--- config.mk ---
export PLATFORM = sky130hd
export DESIGN_NAME = sha512_fifo
export DESIGN_NICKNAME = d
export VERILOG_FILES = /design/src/hdl/sha512_pkg.sv /design/src/hdl/sha512_fifo.sv
export SDC_FILE = /design/constraint.sdc
export NUM_CORES = 1
export LEC_CHECK = 0
export BUFFER_PORTS_ARGS = -buffer_cell sky130_fd_sc_hd__buf_2
export CAP_MARGIN = 30
export CELL_PAD_IN_SITES_DETAIL_PLACEMENT = 0
export CELL_PAD_IN_SITES_GLOBAL_PLACEMENT = 1
export CORE_MARGIN = 8
export CORE_UTILIZATION = 30
export DETAILED_ROUTE_END_ITERATION = 12
export PLACE_DENSITY = 0.57
export SETUP_SLACK_MARGIN = 0.2
export SLEW_MARGIN = 20
export SYNTH_ARGS = -nofsm -noshare
export SYNTH_HDL_FRONTEND = slang
export SYNTH_SLANG_ARGS = --single-unit
--- constraint.sdc ---
create_clock -name i_clk -period 12.8 [get_ports i_clk]
set_input_delay 2.56 -clock i_clk [delete_from_list [all_inputs] [get_ports i_clk]]
set_output_delay 2.56 -clock i_clk [all_outputs]
set_load 0.01 [all_outputs]
--- src/hdl/sha512_pkg.sv ---
// sha512 package: shared types, constants and round functions
// no dependencies
package sha512_pkg;

    localparam int WORD_W = 64;

    typedef struct packed {
        logic [63:0] word;
        logic [3:0]  nbytes;
        logic        last;
    } t_item;

    typedef enum logic [2:0] {
        ST_IDLE,
        ST_ROUND,
        ST_ADD,
        ST_PAD,
        ST_OUT
    } t_state;

    localparam logic [63:0] H_INIT [8] = '{
        64'h6a09e667f3bcc908, 64'hbb67ae8584caa73b, 64'h3c6ef372fe94f82b,
        64'ha54ff53a5f1d36f1, 64'h510e527fade682d1, 64'h9b05688c2b3e6c1f,
        64'h1f83d9abfb41bd6b, 64'h5be0cd19137e2179
    };

    localparam logic [63:0] ROUND_K [80] = '{
        64'h428a2f98d728ae22, 64'h7137449123ef65cd, 64'hb5c0fbcfec4d3b2f, 64'he9b5dba58189dbbc,
        64'h3956c25bf348b538, 64'h59f111f1b605d019, 64'h923f82a4af194f9b, 64'hab1c5ed5da6d8118,
        64'hd807aa98a3030242, 64'h12835b0145706fbe, 64'h243185be4ee4b28c, 64'h550c7dc3d5ffb4e2,
        64'h72be5d74f27b896f, 64'h80deb1fe3b1696b1, 64'h9bdc06a725c71235, 64'hc19bf174cf692694,
        64'he49b69c19ef14ad2, 64'hefbe4786384f25e3, 64'h0fc19dc68b8cd5b5, 64'h240ca1cc77ac9c65,
        64'h2de92c6f592b0275, 64'h4a7484aa6ea6e483, 64'h5cb0a9dcbd41fbd4, 64'h76f988da831153b5,
        64'h983e5152ee66dfab, 64'ha831c66d2db43210, 64'hb00327c898fb213f, 64'hbf597fc7beef0ee4,
        64'hc6e00bf33da88fc2, 64'hd5a79147930aa725, 64'h06ca6351e003826f, 64'h142929670a0e6e70,
        64'h27b70a8546d22ffc, 64'h2e1b21385c26c926, 64'h4d2c6dfc5ac42aed, 64'h53380d139d95b3df,
        64'h650a73548baf63de, 64'h766a0abb3c77b2a8, 64'h81c2c92e47edaee6, 64'h92722c851482353b,
        64'ha2bfe8a14cf10364, 64'ha81a664bbc423001, 64'hc24b8b70d0f89791, 64'hc76c51a30654be30,
        64'hd192e819d6ef5218, 64'hd69906245565a910, 64'hf40e35855771202a, 64'h106aa07032bbd1b8,
        64'h19a4c116b8d2d0c8, 64'h1e376c085141ab53, 64'h2748774cdf8eeb99, 64'h34b0bcb5e19b48a8,
        64'h391c0cb3c5c95a63, 64'h4ed8aa4ae3418acb, 64'h5b9cca4f7763e373, 64'h682e6ff3d6b2b8a3,
        64'h748f82ee5defb2fc, 64'h78a5636f43172f60, 64'h84c87814a1f0ab72, 64'h8cc702081a6439ec,
        64'h90befffa23631e28, 64'ha4506cebde82bde9, 64'hbef9a3f7b2c67915, 64'hc67178f2e372532b,
        64'hca273eceea26619c, 64'hd186b8c721c0c207, 64'heada7dd6cde0eb1e, 64'hf57d4f7fee6ed178,
        64'h06f067aa72176fba, 64'h0a637dc5a2c898a6, 64'h113f9804bef90dae, 64'h1b710b35131c471b,
        64'h28db77f523047d84, 64'h32caab7b40c72493, 64'h3c9ebe0a15c9bebc, 64'h431d67c49c100d4c,
        64'h4cc5d4becb3e42b6, 64'h597f299cfc657e2a, 64'h5fcb6fab3ad6faec, 64'h6c44198c4a475817
    };

    localparam logic [63:0] PAD_WORD = 64'h8000000000000000;
    localparam logic [6:0]  LAST_ROUND = 7'd79;
    localparam logic [4:0]  LEN_SLOT = 5'd14;
    localparam logic [4:0]  BLOCK_WORDS = 5'd16;
    localparam logic [10:0] BLOCK_BITS = 11'd1024;

    function automatic logic [63:0] ror(input logic [63:0] x, input int n);
        ror = (x >> n) | (x << (64 - n));
    endfunction

    function automatic logic [63:0] sig0(input logic [63:0] x);
        sig0 = ror(x, 1) ^ ror(x, 8) ^ (x >> 7);
    endfunction

    function automatic logic [63:0] sig1(input logic [63:0] x);
        sig1 = ror(x, 19) ^ ror(x, 61) ^ (x >> 6);
    endfunction

    function automatic logic [63:0] bsig0(input logic [63:0] x);
        bsig0 = ror(x, 28) ^ ror(x, 34) ^ ror(x, 39);
    endfunction

    function automatic logic [63:0] bsig1(input logic [63:0] x);
        bsig1 = ror(x, 14) ^ ror(x, 18) ^ ror(x, 41);
    endfunction

endpackage

--- src/hdl/sha512_fifo.sv ---
// short item queue between the front end and the compression core
// depends on sha512_pkg
module sha512_fifo
    import sha512_pkg::*;
(
    input  logic  i_clk,
    input  logic  i_rst_n,
    input  logic  i_push,
    input  t_item i_data,
    output logic  o_full,
    input  logic  i_pop,
    output logic  o_empty,
    output t_item o_data
);
    t_item      r_mem [4];
    logic [2:0] r_wp, r_rp;

    assign o_full  = (r_wp[1:0] == r_rp[1:0]) && (r_wp[2] != r_rp[2]);
    assign o_empty = (r_wp == r_rp);
    assign o_data  = r_mem[r_rp[1:0]];

    always_ff @(posedge i_clk) begin
        if (!i_rst_n) begin
            r_wp <= '0;
            r_rp <= '0;
        end else begin
            if (i_push && !o_full) r_wp <= r_wp + 3'd1;
            if (i_pop && !o_empty) r_rp <= r_rp + 3'd1;
        end
        if (i_push && !o_full) r_mem[r_wp[1:0]] <= i_data;
    end

`ifndef SYNTHESIS
    a_cnt: assert property (@(posedge i_clk) disable iff (!i_rst_n)
        (r_wp - r_rp) <= 3'd4) else $error("fifo count out of range");
    a_nopush: assert property (@(posedge i_clk) disable iff (!i_rst_n)
        o_full && !i_pop |=> $stable(r_wp)) else $error("write into full fifo");
    a_nopop: assert property (@(posedge i_clk) disable iff (!i_rst_n)
        o_empty |=> $stable(r_rp)) else $error("read from empty fifo");
`endif
endmodule

# Word-level counts from Yosys, hierarchy flattened
# Memory sizes are Yosys's and may differ from the RTL's. A register that Yosys moved wholly into a read port is not among the register bits.
# Index checks and enable logic that the tools add are counted.
# classes
add_sub_neg,2
eq_ne,3
mux,4
reduce_logical,5
# op_table
cell,count
$add 3x1->3 const B,2
$mux 2,2
$eq 3x3->1,1
$logic_and 1x1->1,3
$eq 2x2->1,1
$logic_not 1->1,2
$mux 1,2
$ne 1x1->1,1
# totals
register_bits,6
mem_bits_rw,276
inputBits,73
out_inout_bits,71
elab_cells,17
memories,1
# memory_table
name,depth,word_bits,rd,rd_ports_with_merged_regs,write_ports,line_no,source
r_mem,4,69,1,1,1,sha512_fifo.sv:15,t_item r_mem [4];

# Longest topological paths before layout
# Gate-level depths: netlist of the first run.
# depth
depth_word,6
mapped_depth,5
ltp_nobuf,4

# Least setup slack after synthesis of the first run
# No wires, ideal clock.
# synth_timing
path_type,input port to flip-flop
startpoint,input i_push
endpoint,memory r_mem[3][0] in the netlist's numbering (enable)
setup_time_ns,0.496
arrival_time_ns,5.523
t_required_ns,12.304
slack_ns,6.780
cell_stages,2
n_path_buf,0
cell_sequence,nand2_1 > nor2_1
# synth_between
elab_chain_cells,3
# synth_lines
element,line_no,source
from (decl),sha512_fifo.sv:8,"input logic i_push,"
$logic_and 1x1->1,sha512_fifo.sv:30,if (i_push && !o_full) r_mem[r_wp[1:0]] <= i_data;
$mux 1,sha512_fifo.sv:30,
$mux 1 (not written as such),sha512_fifo.sv:30,
to (decl),sha512_fifo.sv:15,
# Every way passes these cells.

==> results by group, run 1 <==
Clock network
  – CTS sink cnt: 284
  – Clk_lat worst skew: 550 ps
  – CTS max path bufs: 3
  – CTS tree: yes
  – Cts hold-fix bufs: 0
  – Total CTS buffers: 30
  – Post_cts resized: 0
  – Root Driver: clkbuf_16
  – H-tree levels: 1
  – Post-CTS Setup Bufs: 0
  – Clock Pin Slew Worst Setup and Hold Paths: 60 ps

Floorplan
  – Die width: 203 µm
  – Die height: 203 µm
  – Row count: 68
  – Core Area: 0.0345 mm²
  – Die area: 0.0413 mm²
  – # IOs: 144
  – Initial Utilization: 30.4%

Synthesis
  – Synth top area share: 78.9%
  – Dominant cell type by area after synthesis: edfxtp_1
  – Synth async-reset ratio: 0%
  – Register area share after synthesis: 80.4%
  – Post-synth EDFFs: 276
  – Top_reg_cell synth: edfxtp_1
  – Yosys Warn Count: 0
  – Synth area leaders: edfxtp_1 79%, mux4_2 15%, dfxtp_1 1.5%
  – Post-Synthesis Cell Area: 0.0105 mm²
  – Post-synthesis register bit count: 284
  – Mapped Nets: 507
  – Syn Area/Cell: 24.5 µm²
  – Cells after Synth: 429
  – Netlist cell types: 28

Cells and area
  – Final Util: 37.0%
  – Fin nets: 674
  – Proportion of layout cells with a drive suffix above 1: 43.1%
  – Syn-to-layout area delta: 21.8%

Detailed routing
  – Via density: 4.65
  – Mean routed wirelength per cell: 20.8 µm
  – 1st-pass router iterations: 4
  – DRC Markers: 0
  – Antenna viol nets, final: 0
  – Routed WL: 22.4 mm
  – DRT iter0 DRCs: 279
  – Via count: 5,014

STA
  – RSZ-0062 raised after global routing: no
  – Clk_skew: 10.3 ps
  – Slew HR: 43.5%
  – Fin crit period: 5550 ps
  – Setup Total Neg Slack: 0 ps
  – Slew Limit Fails: 0
  – Final Hold Fails: 0
  – Tcrit/Tclk final: 43.4%
  – Final setup fails: 0
  – Slew of the pin with the lowest slew margin: 848 ps
  – FMAX: 0.180 GHz

Critical path
  – Crit-path max FO: 39
  – Worst setup SP type: flip-flop
  – Crit path kind: reg -> out
  – CP max stage delay: 780 ps
  – Buf+Inv Stages, Crit Path: 2
  – Worst EP arrival: 2990 ps
  – CP Cell Sequence: buf_4 -> mux4_2 -> buf_2
  – Crit path max-delay cell type: dfxtp_4
  – Endpoint class of the critical path: output pin
  – CP Data Required Time: 10,240 ps
  – Delay-heaviest family, CP: buffers and inverters
  – Worst R2R Setup Slack: 10,460 ps

Global routing
  – First-pass GRT wire length: 34.3 mm
  – Largest net degree at the start of global routing: 40
  – Grt ovf: 0
  – Vias in the first global route: 5,685
  – GRT Total Usage: 10.8%
  – Initial antenna violation count: 2

Placed design
  – GPL Wtd Cong: 0.703
  – Final HPWL DP: 14.1 mm
  – IO buf count: 143

Outcome
  – Status: completed

Power and ir drop
  – Worst VDD drop: 0.109 mV
  – Leakage power: 0.00422 µW
  – PwrDens: 206 mW/mm²

Job
  – Max-cap violations: 0

Min path
  – Worst hold path class: reg -> reg
[synthesized netlist by cell type, drive strengths merged (4+ instances only)]
cell type	number
dfxtp	8
inv	5
mux4	69
clkbuf	7
buf	11
nand3b	4
a211o	4
ha	5
edfxtp	276
nor3	4
and2	4
o21ai	4
[tightest hold or removal path: stages, from the launching register on]
cell and delay, ps:
dfxtp_1 360, nand2_1 90, a31oi_1 70
[registers in the layout, summed over array words and instances, names as in the netlist, named ones only]
| name | flops |
|---|---|
| r_rp | 3 |
| r_mem | 276 |
| r_wp | 3 |
[metal layers]
layer / vias to the layer above / track usage, % / part of all wire, %
li1: 2176 / - / -
met1: 2658 / 12.6 / 40
met2: 144 / 19.1 / 51
met3: 36 / 3.22 / 6.8
met4: 0 / 2.82 / 2.4
met5: - / 0 / 0
[kinds of logic after synthesis]
family	synth area share (%)
and+or+nand+nor	1.30
buffers and inverters	1.17
muxes	14.8
xor gates and xnor gates	0.500
AOI/OAI and AO/OA	1.20
adders and majority gates	0.596
DFF	80.4
[metrics by stage]
step	cells	setup WS (ps)	total power (µW)	cell area [µm²]	hold slack (ps)
after floorplan	429	6780	1610	10500	501
after global placement	1012	7700	1840	11700	520
after detailed placement	1019	7680	1880	11900	554
after CTS	1075	7080	2690	12800	563
after global routing	1075	6950	2760	12800	600
final	1078	7250	2630	12800	573
[placed cells by master (no fill, tap or decap), types with 4 or more instances in the layout]
master / n
clkinv_1: 7
ha_1: 5
a211o_1: 4
nand3b_1: 4
mux4_2: 69
nor3_1: 4
inv_1: 5
buf_12: 6
clkbuf_16: 31
clkbuf_1: 11
o21ai_0: 4
dfxtp_1: 6
buf_2: 143
clkinv_2: 4
edfxtp_1: 276
[layout make-up]
type | count | area (µm²)
Timing Repair Buffer | 153 | 886
Clock buffer | 42 | 817
Clock inverter | 14 | 92.6
Inverter | 5 | 18.8
Fill cell | 3226 | 21700
Sequential cell | 284 | 8460
Tap cell | 455 | 569
Multi-Input combinational cell | 122 | 1950
Antenna cell | 3 | 7.51
[worst paths after layout]
path / end / cells past startpoint / from
worst max-delay path: o_data[44] / 3 / flip-flop
worst min-delay path: r_wp[2] / 2 / r_wp[2]
worst max register to register: r_mem[0][53] / 5 / r_wp[1]
worst min register to register: r_wp[2] / 2 / r_wp[2]
[power by group]
part / switching, µW / internal, µW / total (µW) / leakage [µW]
logic: 319 / 270 / 589 / 0.00118
clock network: 333 / 463 / 796 / 0.000440
registers: 66.8 / 1180 / 1250 / 0.00260
No activity file was read; power rests on OpenSTA's default activity.
==> run 2, diff against run 1 <==
PLACE_DENSITY = 0.59   (was 0.57)
clock period = 4.9 ns   (was 12.8 ns; I/O delays follow)
==> results by group, run 2 (synthesized netlist as in run 1, its figures left out) <==
Global routing
  – Vias in the first global route: 5,566 (was 5,685)
  – Initial antenna violation count: 1 (was 2)
  – GRT Total Usage: 10.2% (was 10.8%)
  – First-pass GRT wire length: 33.0 mm (was 34.3 mm)
  – Grt ovf: 0 (unchanged)
  – Largest net degree at the start of global routing: 39 (was 40)

Critical path
  – Endpoint class of the critical path: output pin (unchanged)
  – CP Data Required Time: 3920 ps (was 10,240 ps)
  – Crit path kind: reg -> out (unchanged)
  – Worst EP arrival: 2530 ps (was 2990 ps)
  – Crit-path max FO: 26 (was 39)
  – Worst setup SP type: flip-flop (unchanged)

STA
  – Final setup fails: 0 (unchanged)
  – Setup Total Neg Slack: 0 ps (unchanged)
  – Clk_skew: 8.89 ps (was 10.3 ps)
  – Slew of the pin with the lowest slew margin: 634 ps (was 848 ps)
  – FMAX: 0.285 GHz
  – Final Hold Fails: 0 (unchanged)
  – Fin crit period: 3510 ps
  – Slew HR: 57.4% (was 43.5%)
  – Slew Limit Fails: 0 (unchanged)
  – Tcrit/Tclk final: 71.6%
  – RSZ-0062 raised after global routing: no (unchanged)

Detailed routing
  – Via count: 4,939 (was 5,014)
  – DRC Markers: 0 (unchanged)
  – 1st-pass router iterations: 4 (unchanged)
  – Antenna viol nets, final: 0 (unchanged)
  – Routed WL: 21.5 mm (was 22.4 mm)
  – Mean routed wirelength per cell: 20.1 µm (was 20.8 µm)
  – DRT iter0 DRCs: 273 (was 279)
  – Via density: 4.60 (was 4.65)

Clock network
  – Clock Pin Slew Worst Setup and Hold Paths: 60 ps (about the same)
  – CTS max path bufs: 3 (unchanged)
  – Cts hold-fix bufs: 0 (unchanged)
  – Total CTS buffers: 31 (was 30)
  – CTS tree: yes (unchanged)
  – CTS sink cnt: 284 (unchanged)
  – Post-CTS Setup Bufs: 0 (unchanged)
  – Post_cts resized: 0 (unchanged)
  – Clk_lat worst skew: 540 ps (was 550 ps)
  – Root Driver: clkbuf_16 (unchanged)
  – H-tree levels: 1 (unchanged)

Floorplan
  – Initial Utilization: 30.4% (unchanged)
  – Die area: 0.0413 mm² (unchanged)
  – Die width: 203 µm (unchanged)
  – Die height: 203 µm (unchanged)
  – # IOs: 144 (unchanged)
  – Core Area: 0.0345 mm² (unchanged)
  – Row count: 68 (unchanged)

Cells and area
  – Final non-filler cell total: 1,073 (was 1,078)
  – Commonest non-fill, non-tap cell in the layout: edfxtp_1 (unchanged)
  – Syn-to-layout area delta: 21.3% (was 21.8%)
  – Proportion of layout cells with a drive suffix above 1: 44.1% (was 43.1%)
  – Max reg flops: 276 (unchanged)
  – Fin nets: 674 (unchanged)
  – Commonest non-fill, non-tap cells in the layout: 276 x edfxtp_1, 143 x buf_2, 69 x mux4_2 (unchanged)

Placed design
  – IO buf count: 143 (unchanged)
  – GPL Wtd Cong: 0.726 (was 0.703)
  – Final HPWL DP: 13.8 mm (was 14.1 mm)
  – Dpl cells: 1,018 (was 1,019)

Power and ir drop
  – PwrDens: 538 mW/mm² (was 206 mW/mm²)
  – Leakage power: 0.00422 µW (about the same)
  – Worst VDD drop: 0.312 mV (was 0.109 mV)

Job
  – Max-cap violations: 0 (unchanged)

Outcome
  – Status: completed (unchanged)

Min path
  – Worst hold path class: reg -> reg (unchanged)
## run 2: layer usage
| metal | track usage (%) | vias up | part of all wire [%] |
|---|---|---|---|
| met2 | 17.7 | 122 | 50 |
| met4 | 2.49 | 0 | 1.4 |
| met1 | 12.5 | 2611 | 42 |
| met5 | 0 | - | 0 |
| met3 | 2.87 | 25 | 6.0 |
| li1 | - | 2181 | - |
## run 2: cell type report
type                            instances  area [µm²]
Antenna cell                            1        2.50
Clock buffer                           38         802
Clock inverter                         16         115
Fill cell                            3202       21800
Inverter                                5        18.8
Multi-Input combinational cell        122        1950
Sequential cell                       284        8460
Tap cell                              455         569
Timing Repair Buffer                  152         833
## run 2: path summary, 6_finish.rpt
path	cells after the start	start	slack, ps	end
hold / removal	2	r_wp[2]	560	r_wp[2]
setup reg to reg	4	r_wp[1]	2520	r_mem[1][42]
hold reg to reg	2	r_wp[2]	560	r_wp[2]
setup / recovery	3	flip-flop	1390	o_data[44]
## run 2: worst max-delay path: stages (launching register included)
cell,delay (ps)
dfxtp_4,640
buf_4,560
mux4_2,580
buf_2,160
## run 2: where the power goes
group	leakage, µW	total (µW)	switching, µW	internal [µW]
Combinational	0.00116	1520	841	682
Clock	0.000454	2100	889	1210
Sequential	0.00260	3240	155	3090
Total	0.00422	6860	1880	4980
## run 2: per-stage QoR
| step | setup slack (ps) | hold WS, ps | cell area, µm² | total power [µW] | util (%) |
|---|---|---|---|---|---|
| 3_5_place_dp | 1830 | 545 | 11800 | 4870 | 34.2 |
| 3_3_place_gp | 1820 | 522 | 11700 | 4810 | 34.0 |
| 6_report | 1390 | 557 | 12700 | 6860 | 36.9 |
| 4_1_cts | 1240 | 554 | 12700 | 6990 | 36.9 |
| 2_1_floorplan | 460 | 501 | 10500 | 4210 | - |
| 5_1_grt | 1150 | 593 | 12700 | 7190 | 36.9 |
==> run 3, diff against run 2 <==
PLACE_DENSITY = 0.57   (was 0.59)
clock period = 3.3 ns   (was 4.9 ns; I/O delays follow)
==> results by group, run 3 (synthesized netlist as in run 1, its figures left out) <==
Critical path
  – Launching point of the worst reg2reg path: r_wp[1] (unchanged)
  – Worst EP arrival: 2180 ps (was 2530 ps)
  – Worst-case reg-to-reg path depth: 4 (unchanged)
  – CP Data Required Time: 2640 ps (was 3920 ps)
  – FF-to-FF End: r_mem[2][33] (was r_mem[1][42])
  – Worst R2R Setup Slack: 1020 ps (was 2520 ps)
  – Critical path capture point: o_data[29] (was o_data[44])
  – Worst setup SP type: flip-flop (unchanged)
  – Endpoint class of the critical path: output pin (unchanged)
  – Crit-path max FO: 35 (was 26)
  – Crit path kind: reg -> out (unchanged)

Detailed routing
  – Routed WL: 21.6 mm (was 21.5 mm)
  – DRC Markers: 0 (unchanged)
  – Via density: 4.58 (was 4.60)
  – 1st-pass router iterations: 4 (unchanged)
  – DRT iter0 DRCs: 321 (was 273)
  – Mean routed wirelength per cell: 20.1 µm (about the same)
  – Antenna viol nets, final: 0 (unchanged)
  – Via count: 4,927 (was 4,939)

Clock network
  – CTS tree: yes (unchanged)
  – H-tree levels: 1 (unchanged)
  – Root Driver: clkbuf_16 (unchanged)
  – CTS sink cnt: 284 (unchanged)
  – Clk_lat worst skew: 540 ps (about the same)
  – CTS max path bufs: 3 (unchanged)
  – Post-CTS Setup Bufs: 0 (unchanged)
  – Cts hold-fix bufs: 0 (unchanged)
  – Clock Pin Slew Worst Setup and Hold Paths: 60 ps (about the same)
  – Total CTS buffers: 30 (was 31)
  – Post_cts resized: 0 (unchanged)

Cells and area
  – Area taken by multi-input logic gates: 0.00195 mm² (unchanged)
  – Fin nets: 675 (was 674)
  – Final instance area: 0.0129 mm² (was 0.0127 mm²)
  – Proportion of layout cells with a drive suffix above 1: 44.3% (was 44.1%)
  – Final Util: 37.4% (was 36.9%)
  – Sequential cell area: 0.00846 mm² (unchanged)
  – Syn-to-layout area delta: 23.1% (was 21.3%)
  – Final non-filler cell total: 1,075 (was 1,073)
  – Max reg flops: 276 (unchanged)
  – Fillcell total: 3,192 (was 3,202)
  – Commonest non-fill, non-tap cell in the layout: edfxtp_1 (unchanged)
  – Commonest non-fill, non-tap cells in the layout: 276 x edfxtp_1, 143 x buf_2, 69 x mux4_2 (unchanged)

Floorplan
  – Die width: 203 µm (unchanged)
  – Die height: 203 µm (unchanged)
  – Die area: 0.0413 mm² (unchanged)
  – Row count: 68 (unchanged)
  – # IOs: 144 (unchanged)
  – Core Area: 0.0345 mm² (unchanged)
  – Initial Utilization: 30.4% (unchanged)

STA
  – Slew of the pin with the lowest slew margin: 663 ps (was 634 ps)
  – Clk_skew: 9.68 ps (was 8.89 ps)
  – Fin crit period: 2840 ps
  – FMAX: 0.352 GHz
  – Setup Total Neg Slack: 0 ps (unchanged)
  – Slew HR: 55.8% (was 57.4%)
  – Final setup fails: 0 (unchanged)
  – RSZ-0062 raised after global routing: no (unchanged)
  – Tcrit/Tclk final: 86.1%
  – Slew Limit Fails: 0 (unchanged)
  – Final Hold Fails: 0 (unchanged)

Global routing
  – Largest net degree at the start of global routing: 42 (was 39)
  – Vias in the first global route: 5,541 (was 5,566)
  – GRT Total Usage: 10.3% (was 10.2%)
  – Initial antenna violation count: 1 (unchanged)
  – First-pass GRT wire length: 32.9 mm (was 33.0 mm)
  – Grt ovf: 0 (unchanged)

Placed design
  – Dpl cells: 1,020 (was 1,018)
  – IO buf count: 143 (unchanged)
  – Final HPWL DP: 13.4 mm (was 13.8 mm)
  – DP Area: 0.0119 mm² (was 0.0118 mm²)
  – GPL Wtd Cong: 0.699 (was 0.726)

Power and ir drop
  – Psw: 2780 µW (was 1880 µW)
  – Total power: 10,700 µW (was 6860 µW)
  – Worst VDD drop: 0.487 mV (was 0.312 mV)
  – Cell internal pwr: 7870 µW (was 4980 µW)
  – Sequential share of power: 44.7% (was 47.2%)
  – PwrDens: 824 mW/mm² (was 538 mW/mm²)
  – Sw Ratio: 26.1% (was 27.5%)
  – Clock group share of total power: 33.4% (was 30.6%)
  – Leakage power: 0.00430 µW (was 0.00422 µW)
  – Combinational power share: 21.9% (was 22.2%)

Min path
  – Hold Path Depth: 1 (was 2)
  – Worst hold path class: in -> reg (was reg -> reg)

Outcome
  – Status: completed (unchanged)

Job
  – Max-cap violations: 0 (unchanged)
-- run 3: cell count changes in the layout (fill, tap and decap cells not counted), sizes merged --
cell,delta
inv,-2
clkinv,-3
bufinv,+6
clkbuf,-1
buf,+2
-- run 3: worst min path at each step --
stage               start           end  slack (ps)
2_1_floorplan     r_wp[2]       r_wp[2]         500
3_3_place_gp      r_wp[2]       r_wp[2]         530
3_5_place_dp      r_wp[2]       r_wp[2]         560
4_1_cts        i_data[21]  r_mem[3][21]         290
5_1_grt         i_data[0]   r_mem[2][0]         300
6_report       i_data[21]  r_mem[1][21]         330
-- run 3: power groups by stage --
| stage | Combinational, µW | Clock, µW | Sequential (µW) |
|---|---|---|---|
| 2_1_floorplan | 1480 | 0 | 4770 |
| 3_3_place_gp | 2410 | 0 | 4820 |
| 3_5_place_dp | 2430 | 0 | 4850 |
| 4_1_cts | 2440 | 3690 | 4780 |
| 5_1_grt | 2550 | 3800 | 4820 |
| 6_report | 2330 | 3560 | 4770 |
-- run 3: layout make-up --
type | count | share of cell area [%]
multi-input combinational | 122 | 15.1
clock buffer | 37 | 6.17
tap | 455 | 4.40
inverter | 5 | 0.145
antenna | 1 | 0.0194
timing repair buffer | 154 | 6.75
clock inverter | 17 | 2.05
sequential | 284 | 65.4
-- run 3: worst max-delay path: stages (launching register included) --
cell and delay (ps):
dfxtp_4 730, buf_12 310, mux4_2 390, buf_2 170
-- run 3: layer usage --
metal / vias up / global-route usage [%] / part of all wire (%)
met2: 150 / 18.1 / 51
met1: 2564 / 12.5 / 40
li1: 2183 / - / -
met5: - / 0 / 0
met4: 0 / 2.69 / 1.7
met3: 30 / 2.71 / 7.1
-- run 3: metrics by stage --
step	hold WS [ps]	setup WS (ps)
after detailed placement	559	931
after CTS	288	371
final	333	458
after floorplan	501	350
after global placement	529	945
after global routing	300	343
